### config.mk
export PLATFORM = sky130hd
export DESIGN_NAME = oets_queue
export DESIGN_NICKNAME = d
export VERILOG_FILES = /design/src/rtl/oets_pkg.sv /design/src/rtl/oets_queue.sv
export SDC_FILE = /design/constraint.sdc
export NUM_CORES = 1
export LEC_CHECK = 0
export BUFFER_PORTS_ARGS = -buffer_cell sky130_fd_sc_hd__buf_2
export CORE_MARGIN = 2
export CORE_UTILIZATION = 31
export CTS_BUF_LIST = sky130_fd_sc_hd__clkbuf_4
export DETAILED_ROUTE_END_ITERATION = 12
export PLACE_DENSITY = 0.49
export SLEW_MARGIN = 20
export SYNTH_ARGS = -nofsm -noshare
export SYNTH_HDL_FRONTEND = slang
export SYNTH_SLANG_ARGS = --single-unit
### constraint.sdc
create_clock -name clk -period 3.7 [get_ports clk]
set_input_delay 0.37 -clock clk [delete_from_list [all_inputs] [get_ports clk]]
set_output_delay 0.37 -clock clk [all_outputs]
set_load 0.02 [all_outputs]
### src/rtl/oets_pkg.sv
`timescale 1ns / 1ps
// ----------------------------------------------------------------------------
// oets_pkg: shared types and constants of the transposition sorter
// element width, default block depth, queue depth, queue entry and sorter
// states
// ----------------------------------------------------------------------------
package oets_pkg;

	localparam int DATA_W             = 32;
	localparam int DEFAULT_SORT_DEPTH = 64;
	localparam int QUEUE_DEPTH        = 4;

	// one queued element, tagged with whether it closes its block
	typedef struct packed {
		logic signed [DATA_W-1:0] value;
		logic                     ends;
	} item_t;

	typedef enum logic [1:0] {
		ST_LOAD,
		ST_SORT,
		ST_EMIT
	} sort_state_t;

endpackage

### src/rtl/oets_queue.sv
`timescale 1ns / 1ps
// ----------------------------------------------------------------------------
// oets_queue: short fifo between intake and sorter
// lets the front keep taking elements while the sorter is busy
// ----------------------------------------------------------------------------
module oets_queue (
	input  logic            clk,
	input  logic            arst_n,
	input  logic            push,
	input  oets_pkg::item_t push_item,
	input  logic            pop,
	output oets_pkg::item_t pop_item,
	output logic            full,
	output logic            empty
);
	import oets_pkg::*;

	localparam int PTR_W = $clog2(QUEUE_DEPTH);
	localparam int LVL_W = $clog2(QUEUE_DEPTH + 1);

	item_t            entry_q [QUEUE_DEPTH];
	logic [PTR_W-1:0] wr_ptr_q;
	logic [PTR_W-1:0] rd_ptr_q;
	logic [LVL_W-1:0] level_q;
	logic             do_push;
	logic             do_pop;

	assign full     = (level_q == LVL_W'(QUEUE_DEPTH));
	assign empty    = (level_q == '0);
	assign do_push  = push && !full;
	assign do_pop   = pop && !empty;
	assign pop_item = entry_q[rd_ptr_q];

	always_ff @(posedge clk) begin
		if (do_push) begin
			entry_q[wr_ptr_q] <= push_item;
		end
	end

	always_ff @(posedge clk or negedge arst_n) begin
		if (!arst_n) begin
			wr_ptr_q <= '0;
			rd_ptr_q <= '0;
			level_q  <= '0;
		end else begin
			if (do_push) begin
				wr_ptr_q <= (wr_ptr_q == PTR_W'(QUEUE_DEPTH - 1)) ? '0 : wr_ptr_q + 1'b1;
			end
			if (do_pop) begin
				rd_ptr_q <= (rd_ptr_q == PTR_W'(QUEUE_DEPTH - 1)) ? '0 : rd_ptr_q + 1'b1;
			end
			if (do_push && !do_pop) begin
				level_q <= level_q + 1'b1;
			end else if (do_pop && !do_push) begin
				level_q <= level_q - 1'b1;
			end
		end
	end

endmodule

==> summary.txt, run 1 <==
Worst setup path
  – Kind of cell adding the most delay to the critical path: flip-flops
  – Critical-path maximum fanout: 19
  – Setup CP Type: register to output pin
  – CP arrival: 2.37 ns
  – CP Launch Type: register
  – Buf/Inv on CP: 2
  – Slowest cell on the critical path: dfrtp_2
  – Type of destination of the critical path: output pin
  – CP Cell Sequence: buf_12 > mux4_2 > buf_2
  – CP required: 3.33 ns
  – CP max stage delay: 0.80 ns

Global route
  – Maximum number of pins on one net before global-route repair: 36
  – Vias in the first global route: 2606
  – M3 GR Usage: 0.0457
  – Initial antenna violation count: 1
  – Met2 usage: 0.182
  – First-pass GRT wire length: 14900 µm
  – Grt ovf: 0
  – Most Used Layer, Global Route: met2
  – Met1 Use GR: 0.140
  – All-layer global routing usage: 0.115

Place
  – IO buf count: 71
  – Dpl cell area: 0.00584 mm²
  – Gpl congestion: 0.629
  – Dpl hpwl: 5520 µm

Route
  – Antenna Violating Nets Remaining: 0
  – Routed length per instance: between 15 and 20 µm
  – Drt drc: 0
  – Pre-antenna DRT Iters: 4
  – Final WL: 9570 µm
  – DR vias/cell: around 4.5
  – Vias after detailed routing: between 2000 and 2500
  – DRC marker count from the first detailed-route iteration: 139

STA
  – Min cycle time layout: 2.74 ns
  – Final Hold Viols: 0
  – RSZ-0062 raised after global routing: false
  – WHS: approximately 0.06 ns
  – Slew @ Worst Pin: slightly below 1 ns
  – Slew margin rel.: 0.343
  – Final setup vio count: 0
  – Worst Clk Skew: 0.00889 ns
  – Setup TNS Final: 0 ns
  – Max Clk Rate: approximately 370 MHz
  – Final period utilization: 0.739
  – Final Slew Violations: 0

Pwr
  – Total Power: 4840 µW
  – Cell leakage power: 0.00216 µW
  – Worst vdd ir: around 0.00038 V
  – Switch Pwr: roughly 1600 µW
  – Power Density: approximately 770 mW/mm²
  – Gate power share: 0.315
  – Internal Power: around 3300 µW
  – Sw Ratio: 0.327
  – Clock power frac: 0.204
  – Sequential share of power: 0.481

Clock network
  – Max Root-Sink Buffers: 2
  – Worst-Skew Late Latency: 0.53 ns
  – CTS H-tree depth: 4
  – Post-CTS resize count: 0
  – Root buf cell: clkbuf_4
  – CTS tree: built
  – Clock-pin transition on the worst setup and hold timing paths: approximately 0.11 ns
  – CTS Buf Count: 17
  – CTS sink count: approximately 140

Synth
  – Mapped cell area: 0.00523 mm²
  – Sequential share of the synthesized area: 0.792
  – Unique masters post-synth: 20
  – Yosys top cell area share: 0.758
  – Syn Inst Count: 210
  – FF+latch count, synth: 139
  – Area leader, netlist: edfxtp_1
  – Synth top area cells: edfxtp_1, mux4_2, dfrtp_1
  – Avg Cell Area, Syn: 24.9 µm²
  – Yosys warnings: 0
  – Syn nets: 254

Job
  – Max Cap Viol: 0

Die
  – Num rows: 47
  – Die W: 134 µm
  – Initial Util: 0.316
  – Chip height: 134 µm
  – I/O Pins: 72
  – Die area: 0.0179 mm²
  – Core Box Area: 0.0165 mm²

Final layout
  – Area growth from synthesis to layout: 20.3%
  – Final Net Count: approximately 360
  – Most frequent cells in the layout: edfxtp_1, buf_2, mux4_2
  – Commonest non-fill, non-tap cell in the layout: edfxtp_1
  – Layout cells sized above 1: 0.444
  – Layout Cell Area excl Fill: 0.00629 mm²

Outcome
  – Outcome: complete, no violations

Hold path
  – Hold WC Path Type: primary input to register
-- worst paths after layout --
| kind | startpoint | endpoint | slack, ns | cells after the start |
|---|---|---|---|---|
| worst max-delay path | rd_ptr_q[0] | pop_item[23] | 0.96 | 3 |
| worst min-delay path | push_item[11] | entry_q[0][11] | 0.06 | 1 |
| worst max register to register | level_q[0] | level_q[2] | 1.58 | 7 |
| worst min register to register | level_q[2] | level_q[2] | 0.55 | 1 |
| max in group asynchronous | arst_n | rd_ptr_q[1] | 3.32 | 2 |
| min in group asynchronous | arst_n | wr_ptr_q[1] | 0.20 | 2 |
-- flip-flops by register name, indices dropped and copies added, names as in the netlist --
name / count
entry_q: 132
level_q: 3
rd_ptr_q: 2
wr_ptr_q: 2
-- kinds of logic after synthesis --
group / synth area share
adders and majority gates: 0.0182
AOI/OAI and AO/OA: 0.00383
xor gates and xnor gates: 0.00503
and+or+nand+nor: 0.0146
buffers and inverters: 0.0146
DFF: 0.792
muxes: 0.152
-- synthesized netlist by cell type (all sizes together) --
master,instances
nor3,2
o31ai,1
a21o,1
nor3b,1
dfrtp,7
and2,3
fa,1
xor2,2
mux4,33
ha,6
mux2,4
nor2,3
nand2,1
xnor2,1
inv,3
nor2b,1
buf,8
edfxtp,132
-- metrics by stage --
| step | util | cells | setup WS (ns) |
|---|---|---|---|
| after floorplan | - | 210 | 1.24 |
| after global placement | 0.353 | 495 | 1.50 |
| after detailed placement | 0.353 | 495 | 1.48 |
| after CTS | 0.373 | 531 | 0.863 |
| after global routing | 0.381 | 544 | 0.768 |
| final | 0.381 | 545 | 0.964 |
-- what timing repair did --
action,4_1_cts,5_1_grt
hold endpoints to repair,18,38
hold buffers,4,13
setup buffers,0,0
-- power groups by stage --
stage                     combinational [µW]  sequential, µW  clock [µW]
after floorplan                         1210            2200           0
after global placement                  1550            2370           0
after detailed placement                1550            2380           0
after CTS                               1560            2350        1030
after global routing                    1650            2380        1090
final                                   1520            2330         989
-- per-layer routing --
metal,share of wire,up-vias
li1,-,1091
met1,0.44,1266
met2,0.48,66
met3,0.055,13
met4,0.017,0
met5,0,-
-- cell type report --
type / count / area, µm²
Fill cell: 1531 / 10200
Sequential cell: 139 / 4140
Multi-Input combinational cell: 60 / 1020
Timing Repair Buffer: 90 / 553
Tap cell: 220 / 275
Clock buffer: 21 / 158
Clock inverter: 11 / 126
Inverter: 3 / 11.3
Antenna cell: 1 / 2.50
No activity file was read; power rests on OpenSTA's default activity.
==> inputs of run 2 (changes only) <==
- clock period: 3.7 -> 2.84 ns (I/O delays scaled with it)
==> summary.txt, run 2 (synthesized netlist as in run 1, its figures left out) <==
Outcome
  – Outcome: complete, no violations

Final layout
  – Area occupied by multi-input gates: roughly 0.0010 mm²
  – Layout cells sized above 1: 0.433
  – Register area: just over 0.004 mm²
  – Most frequent cells in the layout: edfxtp_1, buf_2, dlygate4sd3_1
  – Largest registers: entry_q: 132 flops, level_q: 3 flops
  – Fin util: 0.398
  – Biggest register: entry_q
  – Commonest non-fill, non-tap cell in the layout: edfxtp_1
  – Antenna cells: 0
  – Max reg flops: 132
  – Fin cells: 564
  – Final Net Count: 376
  – Area growth from synthesis to layout: 25.7%
  – Fillers: approximately 1500

Clock network
  – CTS Buf Count: 17
  – Max Root-Sink Buffers: 2
  – CTS H-tree depth: 4
  – Clock-pin transition on the worst setup and hold timing paths: 0.11 ns
  – Worst-Skew Late Latency: 0.51 ns
  – CTS tree: built
  – Root buf cell: clkbuf_4
  – CTS sink count: ~140

STA
  – Slew @ Worst Pin: 0.633 ns
  – Slew margin rel.: 0.577
  – Final Slew Violations: 0
  – Final period utilization: 0.878
  – Min cycle time layout: roughly 2.5 ns
  – Final setup vio count: 0
  – Final Hold Viols: 0
  – Setup TNS Final: 0 ns
  – RSZ-0062 raised after global routing: false
  – Worst Clk Skew: 0.0129 ns
  – Max Clk Rate: 401 MHz

Route
  – Vias after detailed routing: approximately 2400
  – DRC marker count from the first detailed-route iteration: 120
  – Pre-antenna DRT Iters: 4
  – Drt drc: 0
  – Antenna Violating Nets Remaining: 0
  – Final WL: slightly below 10000 µm
  – Routed length per instance: 17.4 µm
  – DR vias/cell: about 4.3

Global route
  – M3 GR Usage: 0.0472
  – Met2 usage: 0.193
  – Grt ovf: 0
  – Most Used Layer, Global Route: met2
  – Met1 Use GR: 0.144
  – Initial antenna violation count: 0
  – First-pass GRT wire length: 15200 µm
  – Maximum number of pins on one net before global-route repair: 34
  – Vias in the first global route: 2727
  – All-layer global routing usage: 0.118

Die
  – Die W: ~130 µm
  – Die area: 0.0179 mm²
  – Initial Util: 0.316
  – Chip height: 134 µm
  – Num rows: 47
  – Core Box Area: 0.0165 mm²
  – I/O Pins: 72

Worst setup path
  – Critical-path maximum fanout: 25
  – CP Launch Type: register
  – Setup CP Type: register to output pin
  – Type of destination of the critical path: output pin
  – CP required: 2.56 ns
  – CP arrival: ~2.2 ns

Place
  – Placed Cells: 499
  – Dpl hpwl: 5840 µm
  – Gpl congestion: 0.685
  – IO buf count: 71

Job
  – Max Cap Viol: 0

Pwr
  – Cell leakage power: 0.00228 µW
  – Worst vdd ir: 0.000427 V
  – Total Power: around 6500 µW
  – Power Density: 996 mW/mm²

Hold path
  – Hold WC Path Type: primary input to register
run 2: changes by cell type in the layout (fill, tap and decap cells not counted), sizes merged:
cell and change:
diode -1, clkinv -1, bufinv +2, dlygate4sd3 +17
clkbuf -4, buf +4, clkinvlp +2
run 2: per-stage QoR:
stage | setup WS [ns] | hold WS (ns) | instance area (µm²)
CTS | 0.237 | 0.0531 | 6570
detailed placement | 0.708 | 0.129 | 5900
global placement | 0.794 | 0.136 | 5900
floorplan | 0.384 | -0.0116 | 5230
global route | 0.161 | 0.0591 | 6570
finish | 0.347 | 0.116 | 6570
run 2: timing repair:
action	CTS	global route
endpoints found under the hold margin	139	0
gates resized for setup	0	0
buffers inserted	0	0
hold buffers	34	0
run 2: power breakdown:
part	internal [µW]	total [µW]	switching, µW
logic	960	2150	1190
clock network	771	1440	667
registers	2710	2960	249
total	4440	6550	2100
run 2: routing by layer:
| layer | vias to the layer above | part of all wire |
|---|---|---|
| met5 | - | 0 |
| met4 | 0 | 0.0091 |
| met3 | 6 | 0.055 |
| met2 | 60 | 0.49 |
| met1 | 1249 | 0.45 |
| li1 | 1133 | - |
run 2: area by class of cell:
class,count,share of cell area
multi-input cells,60,0.156
repair buffers,111,0.120
clock buffers,17,0.0194
flip-flops and latches,139,0.630
inverters,3,0.00171
well taps,220,0.0419
clock inverters,14,0.0308
run 2: worst paths after layout:
kind	endpoint	slack [ns]	depth (start not counted)	startpoint
worst min-delay path	rd_ptr_q[0]	0.12	3	pop
min in group asynchronous	wr_ptr_q[0]	0.13	2	arst_n
worst max-delay path	pop_item[28]	0.35	3	rd_ptr_q[0]
max in group asynchronous	rd_ptr_q[1]	2.54	2	arst_n
worst max register to register	level_q[2]	0.70	7	level_q[0]
worst min register to register	level_q[2]	0.55	1	level_q[2]
run 2: worst max-delay path: stages, from the launching register on:
cell and delay, ns:
dfrtp_2 0.64, buf_12 0.30, mux4_2 0.56, buf_2 0.18
