$ cat config.mk
export PLATFORM = sky130hd
export DESIGN_NAME = oets_intake
export DESIGN_NICKNAME = d
export VERILOG_FILES = /design/src/rtl/oets_pkg.sv /design/src/rtl/oets_intake.sv
export SDC_FILE = /design/constraint.sdc
export NUM_CORES = 1
export LEC_CHECK = 0
export BUFFER_PORTS_ARGS = -buffer_cell sky130_fd_sc_hd__clkbuf_2
export CAP_MARGIN = 20
export CORE_MARGIN = 8
export CORE_UTILIZATION = 25
export DETAILED_ROUTE_END_ITERATION = 8
export PLACE_DENSITY = 0.62
export SETUP_SLACK_MARGIN = 0.3
export SLEW_MARGIN = 30
export SYNTH_ARGS = -nofsm -noshare
export SYNTH_HDL_FRONTEND = slang
export SYNTH_SLANG_ARGS = --single-unit
$ cat constraint.sdc
create_clock -name clk -period 2.2 [get_ports clk]
set_clock_uncertainty 0.15 [all_clocks]
set_input_delay 0.11 -clock clk [delete_from_list [all_inputs] [get_ports clk]]
set_output_delay 0.11 -clock clk [all_outputs]
set_load 0.03 [all_outputs]
$ cat src/rtl/oets_pkg.sv
`timescale 1ns / 1ps
// ----------------------------------------------------------------------------
// oets_pkg: shared types and constants of the transposition sorter
// element width, default block depth, queue depth, queue entry and sorter
// states
// ----------------------------------------------------------------------------
package oets_pkg;

	localparam int DATA_W             = 32;
	localparam int DEFAULT_SORT_DEPTH = 64;
	localparam int QUEUE_DEPTH        = 4;

	// one queued element, tagged with whether it closes its block
	typedef struct packed {
		logic signed [DATA_W-1:0] value;
		logic                     ends;
	} item_t;

	typedef enum logic [1:0] {
		ST_LOAD,
		ST_SORT,
		ST_EMIT
	} sort_state_t;

endpackage

$ cat src/rtl/oets_intake.sv
`timescale 1ns / 1ps
// ----------------------------------------------------------------------------
// oets_intake: front end of the sorter
// takes one element per transfer, marks the element that closes a block
// (last flag or store full) and pushes it into the queue
// ----------------------------------------------------------------------------
module oets_intake #(
	parameter int SORT_DEPTH = oets_pkg::DEFAULT_SORT_DEPTH
) (
	input  logic                                clk,
	input  logic                                arst_n,
	input  logic                                start,
	input  logic signed [oets_pkg::DATA_W-1:0]  value,
	input  logic                                last,
	input  logic                                queue_full,
	output logic                                busy,
	output logic                                push,
	output oets_pkg::item_t                     push_item
);
	import oets_pkg::*;

	localparam int CNT_W = $clog2(SORT_DEPTH + 1);

	logic [CNT_W-1:0] count_q;
	logic [CNT_W-1:0] count_inc;
	logic             ends;

	assign busy      = queue_full;
	assign push      = start && !queue_full;
	assign count_inc = count_q + 1'b1;
	assign ends      = last || (count_inc == CNT_W'(SORT_DEPTH));

	assign push_item.value = value;
	assign push_item.ends  = ends;

	// elements taken so far in the open block
	always_ff @(posedge clk or negedge arst_n) begin
		if (!arst_n) begin
			count_q <= '0;
		end else if (push) begin
			count_q <= ends ? '0 : count_inc;
		end
	end

endmodule

==> run metrics, run 1 <==
share of post-route cells with drive strength above 1 33.3%; Hold Crit Depth 0; simple-gate share of the synthesized area 14.1%; critical path class register to output pin; top cells by count, synth buf_4, dfrtp_1, o21ai_0; Final min period 1.83 ns; sequential share of the synthesized area 24.3%; syn avg cell area 8.67 µm²; Core ar. 0.00276 mm²; r2r worst-path depth 5; CTS Buf Count 3; Post-Synth XOR/XNOR Area 0%; Inserted Diodes 0; Port Buffers 7; share of Yosys cell area claimed by the top area cell type 36.5%; Regs by FF count count_q: 7 flops; largest fanout on the critical path 6; global-route wire length before repair 2040 µm; Hold Vio Cnt, Final 0; Hold Path End push_item[27]; clk sinks 7; DRT Wirelength 1320 µm; GP Congestion 0.887; Biggest register count_q; Initial Util 26.1%; Ports 72; R2R Setup Slk 0.64 ns; fillers 325; Max rail drop VDD 0.000324 V; FFs w/ async S/R, synth 100%; Slowest cell on crit path dfrtp_2; initial antenna violation count 0; crit path cell chain a2111oi_4 -> a2bb2oi_2 -> o21bai_4 -> buf_6; Lkg Pwr 0.000246 µW; gr ovfl total 0; Worst-Margin Slew 0.352 ns; Pwr Density 565 mW/mm²; Initial DRC Count 13; WP data required 1.94 ns; Remaining DRCs 0; die area 0.00485 mm²; Post-Synthesis Cells 83; adder-cell share of the synthesized area 1.74%; relative slew slack 76.5%; GRT Util Overall 5.14%; Worst-Skew Late Latency 0.26 ns; Max Cap Viol 0; synth top area cells buf_4, dfrtp_1, o21ai_0; hold_sp value[26]; cell taking the most area after synthesis buf_4; count leader, synth buf_4; pin count of the biggest net entering global routing 10; Setup Viol. Count Final 0; CTS tree yes; RSZ-0062 raised after global routing no; Seq cells post-synth 7; Cell Rows 19; synthesized area 719 µm²; Routed Antenna Nets 0; Die Wd 69.6 µm; Tightest Hold Check Type primary input to output pin; area grow syn2layout -16.9%; worst hold slack 0.0700 ns; combinational family with the most area after synthesis buffers and inverters; final worst-path cycle share 83.2%; nets 102; reg2reg end count_q[6]; chip height 69.6 µm; number of H-tree levels 1; RR Startpoint count_q[1]; Post-synth EDFFs 0; Yosys cell types 21; Setup TNS 0 ns; clk buf depth 2; vias 457; Vias/cell 4.86; Worst-path clk slew 0.04 ns; Final Max Slew Viols 0; mux share of post-synthesis cell area 0%; outcome completed; CP Data Arrival Time 1.57 ns; TritonRoute pass-1 iters 4; vias in the first global route 435; Highest Clock Rate 546 MHz; Startpoint Class register; syn_nets 121; critical path's largest stage delay 0.45 ns; Synth Flop Type dfrtp_1; drt wl/cell 14.0 µm; Synth warnings 0; compound-gate portion of the synthesized area 20.7%; Clock Root Buffer clkbuf_4; CP endpoint kind output pin; HPWL after DPL 954 µm; Largest register FFs 7
logic make-up after synthesis:
| kind of cell | after synthesis |
|---|---|
| buffers and inverters | 38 |
| adders and majority gates | 1 |
| AOI/OAI and AO/OA | 17 |
| DFF | 7 |
| and+or+nand+nor | 20 |
critical path, delay by kind of cell, from the launching register on:
family	cells	cell delay, ns
buffers and inverters	1	0.16
AOI/OAI and AO/OA	3	0.71
DFF	1	0.45
per-layer routing:
layer | GRT usage [%] | wire (µm) | vias to the layer above | part of all wire [%]
li1 | - | - | 211 | -
met1 | 4.81 | 486 | 195 | 37
met3 | 3.86 | 183 | 17 | 14
met4 | 4.69 | 57 | 0 | 4.3
met5 | 0 | 0 | - | 0
met2 | 7.17 | 589 | 34 | 45
cell usage in the layout (no fill, tap or decap), drive strengths merged:
master       Yosys  routed
nor2             4       4
a2111oi          1       1
nand4            3       3
nand2            5       5
inv              2       2
buf             36       4
ha               1       1
clkbuf           0      10
a2bb2oi          1       1
dlygate4sd3      0       2
a31oi            3       3
and3             1       1
o21bai           1       1
a211oi           1       1
nand2b           2       2
o31ai            1       1
nand3b           2       2
o21ai            8       8
dfrtp            7       7
nand3            3       3
a21oi            1       1
stage by stage:
step	power [µW]	worst slack, ns	utilization (%)	instance area, µm²	instances
after floorplan	306	0.682	-	719	83
after global placement	210	0.597	18.8	519	85
after detailed placement	213	0.549	18.8	519	85
after CTS	340	0.305	20.7	571	91
after global routing	359	0.274	21.7	598	94
final	338	0.369	21.7	598	94
power breakdown:
part / total [µW] / switching (µW) / internal [µW]
combinational: 64.4 / 35.1 / 29.3
sequential: 155 / 16.2 / 138
clock: 119 / 49.7 / 69.3
repair_timing:
item / 4_1_cts / 5_1_grt
setup buffers: 0 / 3
gates resized for setup: 3 / 3
hold endpoints to repair: 8 / 0
setup endpoints to repair: 1 / 1
hold buffers: 2 / 0
pin swaps: 0 / 1
worst max path at each step:
stage | endpoint | start | depth (start not counted)
floorplan | push_item[0] | count_q[3] | 5
global placement | push_item[0] | count_q[0] | 4
detailed placement | push_item[0] | count_q[0] | 4
CTS | push_item[0] | count_q[0] | 4
global route | push_item[0] | count_q[1] | 4
finish | push_item[0] | count_q[1] | 4
layout make-up:
class	count	area [µm²]	share of cell area [%]
multi-input cells	38	263	43.9
repair buffers	12	83.8	14.0
inverters	2	7.51	1.26
well taps	31	38.8	6.49
clock buffers	4	26.3	4.39
flip-flops and latches	7	179	29.9
Note: power is estimated with default switching activity, not from simulation.
==> run 2, diff against run 1 <==
- PLACE_DENSITY: 0.62 -> 0.64
- clock period: 2.2 -> 1.6 ns (I/O delays scaled with it)
==> run 2 against run 1 <==
Against the previous run: the run now ends with setup timing left; worst hold slack got worse by 0.060 ns; clock power grew 45%; sequential cell count is the same; design area is 24% higher; largest cell class unchanged; critical endpoint unchanged; die area is the same.
==> run metrics, run 2 (synthesis results as in run 1) <==
outcome finished, violations left (was completed); violated checks setup timing; Setup Viol. Count Final 1 (was 0); vias 502 (was 457); setup slack after layout -0.109 ns (was 0.369 ns); CP Data Arrival Time 1.48 ns (was 1.57 ns); Vias/cell 4.92 (was 4.86); number of H-tree levels 1 (unchanged); die area 0.00485 mm² (unchanged); TritonRoute pass-1 iters 4 (unchanged); Core ar. 0.00276 mm² (unchanged); GP Congestion 0.957 (was 0.887); CTS tree yes (unchanged); Ports 72 (unchanged); area grow syn2layout 3.30% (was -16.9%); Final min period 1.71 ns; Largest register FFs 7 (unchanged); HPWL after DPL 1220 µm (was 954 µm); Cell Rows 19 (unchanged); worst slack, placed 0.0634 ns (was 0.549 ns); Slowest cell on crit path dfrtp_2 (unchanged); Die Wd 69.6 µm (unchanged); drt wl/cell 17.7 µm (was 14.0 µm); relative slew slack 77.5% (was 76.5%); Max rail drop VDD 0.000318 V (was 0.000324 V); critical path's largest stage delay 0.43 ns (was 0.45 ns); share of post-route cells with drive strength above 1 50.7% (was 33.3%); Tightest Hold Check Type primary input to output pin (unchanged); Hold Vio Cnt, Final 0 (unchanged); final worst-path cycle share 107%; pin count of the biggest net entering global routing 8 (was 10); RSZ-0062 raised after global routing yes (was no); GRT Util Overall 7.36% (was 5.14%); crit path cell chain a2111oi_4 -> a2bb2oi_2 -> o21bai_4 -> buf_8 (was a2111oi_4 -> a2bb2oi_2 -> o21bai_4 -> buf_6); chip height 69.6 µm (unchanged); Inserted Diodes 0 (unchanged); WP data required 1.37 ns (was 1.94 ns); Lkg Pwr 0.000296 µW (was 0.000246 µW); Remaining DRCs 0 (unchanged); Pwr Density 756 mW/mm² (was 565 mW/mm²); CP endpoint kind output pin (unchanged); gr ovfl total 0 (unchanged); initial antenna violation count 0 (unchanged); Clock Root Buffer clkbuf_4 (unchanged); Setup TNS -0.109 ns (was 0 ns); Final Max Slew Viols 0 (unchanged); Routed Antenna Nets 0 (unchanged); Initial Util 26.1% (unchanged); clk buf depth 2 (unchanged); Non-Filler Instances 102 (was 94); Regs by FF count count_q: 7 flops (unchanged); largest fanout on the critical path 2 (was 6); clk sinks 7 (unchanged); Port Buffers 7 (unchanged); Worst-path clk slew 0.06 ns (was 0.04 ns); Worst-Margin Slew 0.338 ns (was 0.352 ns); Initial DRC Count 6 (was 13); CTS Buf Count 3 (unchanged); fillers 296 (was 325); Highest Clock Rate 585 MHz; vias in the first global route 548 (was 435); Worst-Skew Late Latency 0.26 ns (about the same); critical path class register to output pin (unchanged); nets 110 (was 102); placed insts 89 (was 85); global-route wire length before repair 2840 µm (was 2040 µm); Biggest register count_q (unchanged); Max Cap Viol 0 (unchanged); leading cell types in the layout, fill and taps excluded clkbuf_2, buf_4, o21ai_1, dfrtp_1, buf_6 (was o21ai_0, clkbuf_2, nand2_1); DRT Wirelength 1810 µm (was 1320 µm); Startpoint Class register (unchanged)
[run 2: changes by cell type in the layout (fill, tap and decap cells not counted), moves of 2 or more]
cell / before / now
a31oi_1: 3 / 1
a31oi_4: 0 / 2
buf_4: 3 / 6
buf_6: 1 / 5
o21ai_0: 7 / 1
o21ai_1: 0 / 5
[run 2: repair_timing]
| action | 4_1_cts | 5_1_grt |
|---|---|---|
| hold buffers | 2 | 0 |
| hold endpoints to repair | 8 | 0 |
| setup endpoints to repair | 8 | 8 |
| buffers inserted | 6 | 1 |
| resized for setup | 15 | 11 |
| pin swaps | 6 | 8 |
[run 2: worst max-delay path: cells and delay by family, from the launching register on]
family,cells,cell delay [ns]
buffers and inverters,1,0.14
AO/OA/AOI/OAI,3,0.65
flip-flops,1,0.43
[run 2: path summary, 6_finish.rpt]
path	start	endpoint	slack, ns	cells after the start
max	count_q[1]	push_item[0]	-0.11	4
min	value[13]	push_item[14]	0.01	0
max reg2reg	count_q[1]	count_q[1]	0.06	5
min reg2reg	count_q[5]	count_q[5]	0.38	1
max in group asynchronous	arst_n	count_q[1]	1.06	2
min in group asynchronous	arst_n	count_q[6]	0.05	2
[run 2: area by class of cell]
type / instances / area (µm²) / share of cell area, %
flip-flops and latches: 7 / 178 / 23.9
clock buffers: 4 / 26.3 / 3.54
inverters: 2 / 7.51 / 1.01
multi-input cells: 38 / 327 / 43.9
well taps: 31 / 38.8 / 5.22
repair buffers: 20 / 166 / 22.4
[run 2: where the power goes]
group	internal, µW	leakage (µW)	switching [µW]
Clock	95.9	0.0000150	76.6
Sequential	189	0.0000927	18.2
Combinational	98.0	0.000188	84.2
Total	383	0.000296	179
[run 2: metal layers]
| metal | up-vias | track usage (%) | routed length [µm] |
|---|---|---|---|
| met4 | 0 | 6.70 | 71 |
| met5 | - | 0 | 0 |
| met1 | 228 | 6.22 | 571 |
| met2 | 32 | 11.8 | 918 |
| li1 | 228 | - | - |
| met3 | 14 | 4.58 | 243 |
[run 2: per-stage QoR]
step | instance area (µm²) | utilization (%) | total power [µW] | hold WS, ns
after detailed placement | 549 | 19.9 | 303 | -0.214
after global placement | 549 | 19.9 | 300 | -0.224
after floorplan | 723 | - | 422 | -0.366
after CTS | 682 | 24.7 | 533 | 0.0102
after global routing | 743 | 27.0 | 593 | 0.0100
final | 743 | 27.0 | 562 | 0.0100
==> run 3, diff against run 2 <==
- CTS_BUF_LIST: not set -> sky130_fd_sc_hd__clkbuf_16
==> run 3 against run 2 <==
Against the previous run: the run still ends with setup timing left; maximum frequency up 1.9%; utilization up 1.0 points; worst hold slack unchanged; count of clock-buffer cells in the layout down 1; die area unchanged; wire length down 3.7%; combinational power down 8%; critical endpoint unchanged; largest cell class unchanged.
==> run metrics, run 3 (synthesis results as in run 1) <==
RSZ-0062 raised after global routing yes (unchanged); relative slew slack 79.2% (was 77.5%); setup slack after layout -0.0776 ns (was -0.109 ns); final worst-path cycle share 105% (was 107%); Regs by FF count count_q: 7 flops (unchanged); Setup TNS -0.0776 ns (was -0.109 ns); clk buf depth 2 (unchanged); Worst-path clk slew 0.04 ns (was 0.06 ns); Vias/cell 4.73 (was 4.92); most used routing layer met2 (unchanged); met2 usage 11.6% (was 11.8%); GRT Util Overall 7.42% (was 7.36%); vias in the first global route 544 (was 548); Highest Clock Rate 596 MHz (was 585 MHz); Initial DRC Count 17 (was 6); Ports 72 (unchanged); Final Max Slew Viols 0 (unchanged); Routed Antenna Nets 0 (unchanged); CP endpoint kind output pin (unchanged); CTS tree yes (unchanged); pin count of the biggest net entering global routing 8 (unchanged); R2R Setup Slk 0.06 ns (about the same); Max Cap Viol 0 (unchanged); leading cell types in the layout, fill and taps excluded o21ai_1, clkbuf_2, dfrtp_1, buf_6, buf_4 (was clkbuf_2, buf_4, o21ai_1, dfrtp_1, buf_6); outcome finished, violations left (unchanged); Startpoint Class register (unchanged); die area 0.00485 mm² (unchanged); Max rail drop VDD 0.000677 V (was 0.000318 V); met1 Use GR 6.06% (was 6.22%); Core ar. 0.00276 mm² (unchanged); Biggest register count_q (unchanged); Die Wd 69.6 µm (unchanged); clk sinks 7 (unchanged); area grow syn2layout 7.30% (was 3.30%); footprint of the multi-input gates 320 µm² (was 327 µm²); Final min period 1.68 ns (was 1.71 ns); Worst-Margin Slew 0.312 ns (was 0.338 ns); Port Buffers 7 (unchanged); TritonRoute pass-1 iters 4 (unchanged); Pwr Density 1050 mW/mm² (was 756 mW/mm²); Worst-Skew Late Latency 0.23 ns (was 0.26 ns); Clock Root Buffer clkbuf_16 (was clkbuf_4); number of H-tree levels 1 (unchanged); Remaining DRCs 0 (unchanged); initial antenna violation count 0 (unchanged); gr ovfl total 0 (unchanged); vias 473 (was 502); DP Area 549 µm² (unchanged); global-route wire length before repair 2790 µm (was 2840 µm); Tightest Hold Check Type primary input to output pin (unchanged); CP Data Arrival Time 1.45 ns (was 1.48 ns); Largest register FFs 7 (unchanged); share of post-route cells with drive strength above 1 52.2% (was 50.7%); GP Congestion 0.957 (unchanged); DRT Wirelength 1740 µm (was 1810 µm); Lkg Pwr 0.000312 µW (was 0.000296 µW); critical path class register to output pin (unchanged); fillers 292 (was 296); drt wl/cell 17.4 µm (was 17.7 µm); met3 usage 5.01% (was 4.58%); chip height 69.6 µm (unchanged); CTS Buf Count 3 (unchanged); Inserted Diodes 0 (unchanged); nets 108 (was 110); Hold Vio Cnt, Final 0 (unchanged); largest fanout on the critical path 2 (unchanged); Cell Rows 19 (unchanged); Setup Viol. Count Final 1 (unchanged); WP data required 1.37 ns (about the same); HPWL after DPL 1220 µm (unchanged); Register Area 178 µm² (unchanged); design area 772 µm² (was 743 µm²); violated checks setup timing (unchanged); Initial Util 26.1% (unchanged)
-- run 3: worst max-delay path: stages (launching register included) --
cell and delay, ns:
dfrtp_2 0.42, a2111oi_4 0.39, a2bb2oi_2 0.12, o21bai_4 0.15, buf_8 0.14
-- run 3: repair_timing --
item                       4_1_cts  5_1_grt
resized for setup               16       12
hold buffers                     1        0
hold endpoints to repair         7        0
setup endpoints to repair        8        8
gates cloned                     0        0
setup buffers                    5        1
pin swaps                        7        7
-- run 3: report_power, final --
| group | total [µW] | switching [µW] | internal, µW |
|---|---|---|---|
| Combinational | 168 | 79.4 | 89.1 |
| Sequential | 208 | 17.5 | 190 |
| Clock | 431 | 105 | 326 |
| Total | 807 | 202 | 605 |
-- run 3: final cells by class --
cell class / instances / area share (%)
clock buffers: 3 / 9.72
flip-flops and latches: 7 / 23.0
clock inverters: 1 / 0.486
well taps: 31 / 5.02
inverters: 2 / 0.972
repair buffers: 18 / 19.3
multi-input cells: 38 / 41.5
-- run 3: metal layers --
metal,vias to the layer above,wire length (µm),part of all wire (%)
met5,-,0,0
li1,223,-,-
met4,0,76,4.4
met1,204,573,33
met2,31,833,48
met3,15,255,15
-- run 3: final timing paths --
kind | from | to | depth (start not counted)
max in group asynchronous | arst_n | count_q[1] | 2
min in group asynchronous | arst_n | count_q[2] | 2
setup reg to reg | count_q[1] | count_q[6] | 5
setup / recovery | count_q[1] | push_item[0] | 4
hold reg to reg | count_q[5] | count_q[5] | 1
hold / removal | value[13] | push_item[14] | 0
-- run 3: metrics by stage --
stage	setup slack (ns)	power, µW	util, %	hold slack, ns	instances
after CTS	-0.125	788	26.2	0.00537	99
after floorplan	0.139	422	-	-0.366	83
after global placement	0.0977	300	19.9	-0.224	89
final	-0.0776	807	28.0	0.0100	100
after detailed placement	0.0634	303	19.9	-0.214	89
after global routing	-0.137	846	28.0	0.0100	100
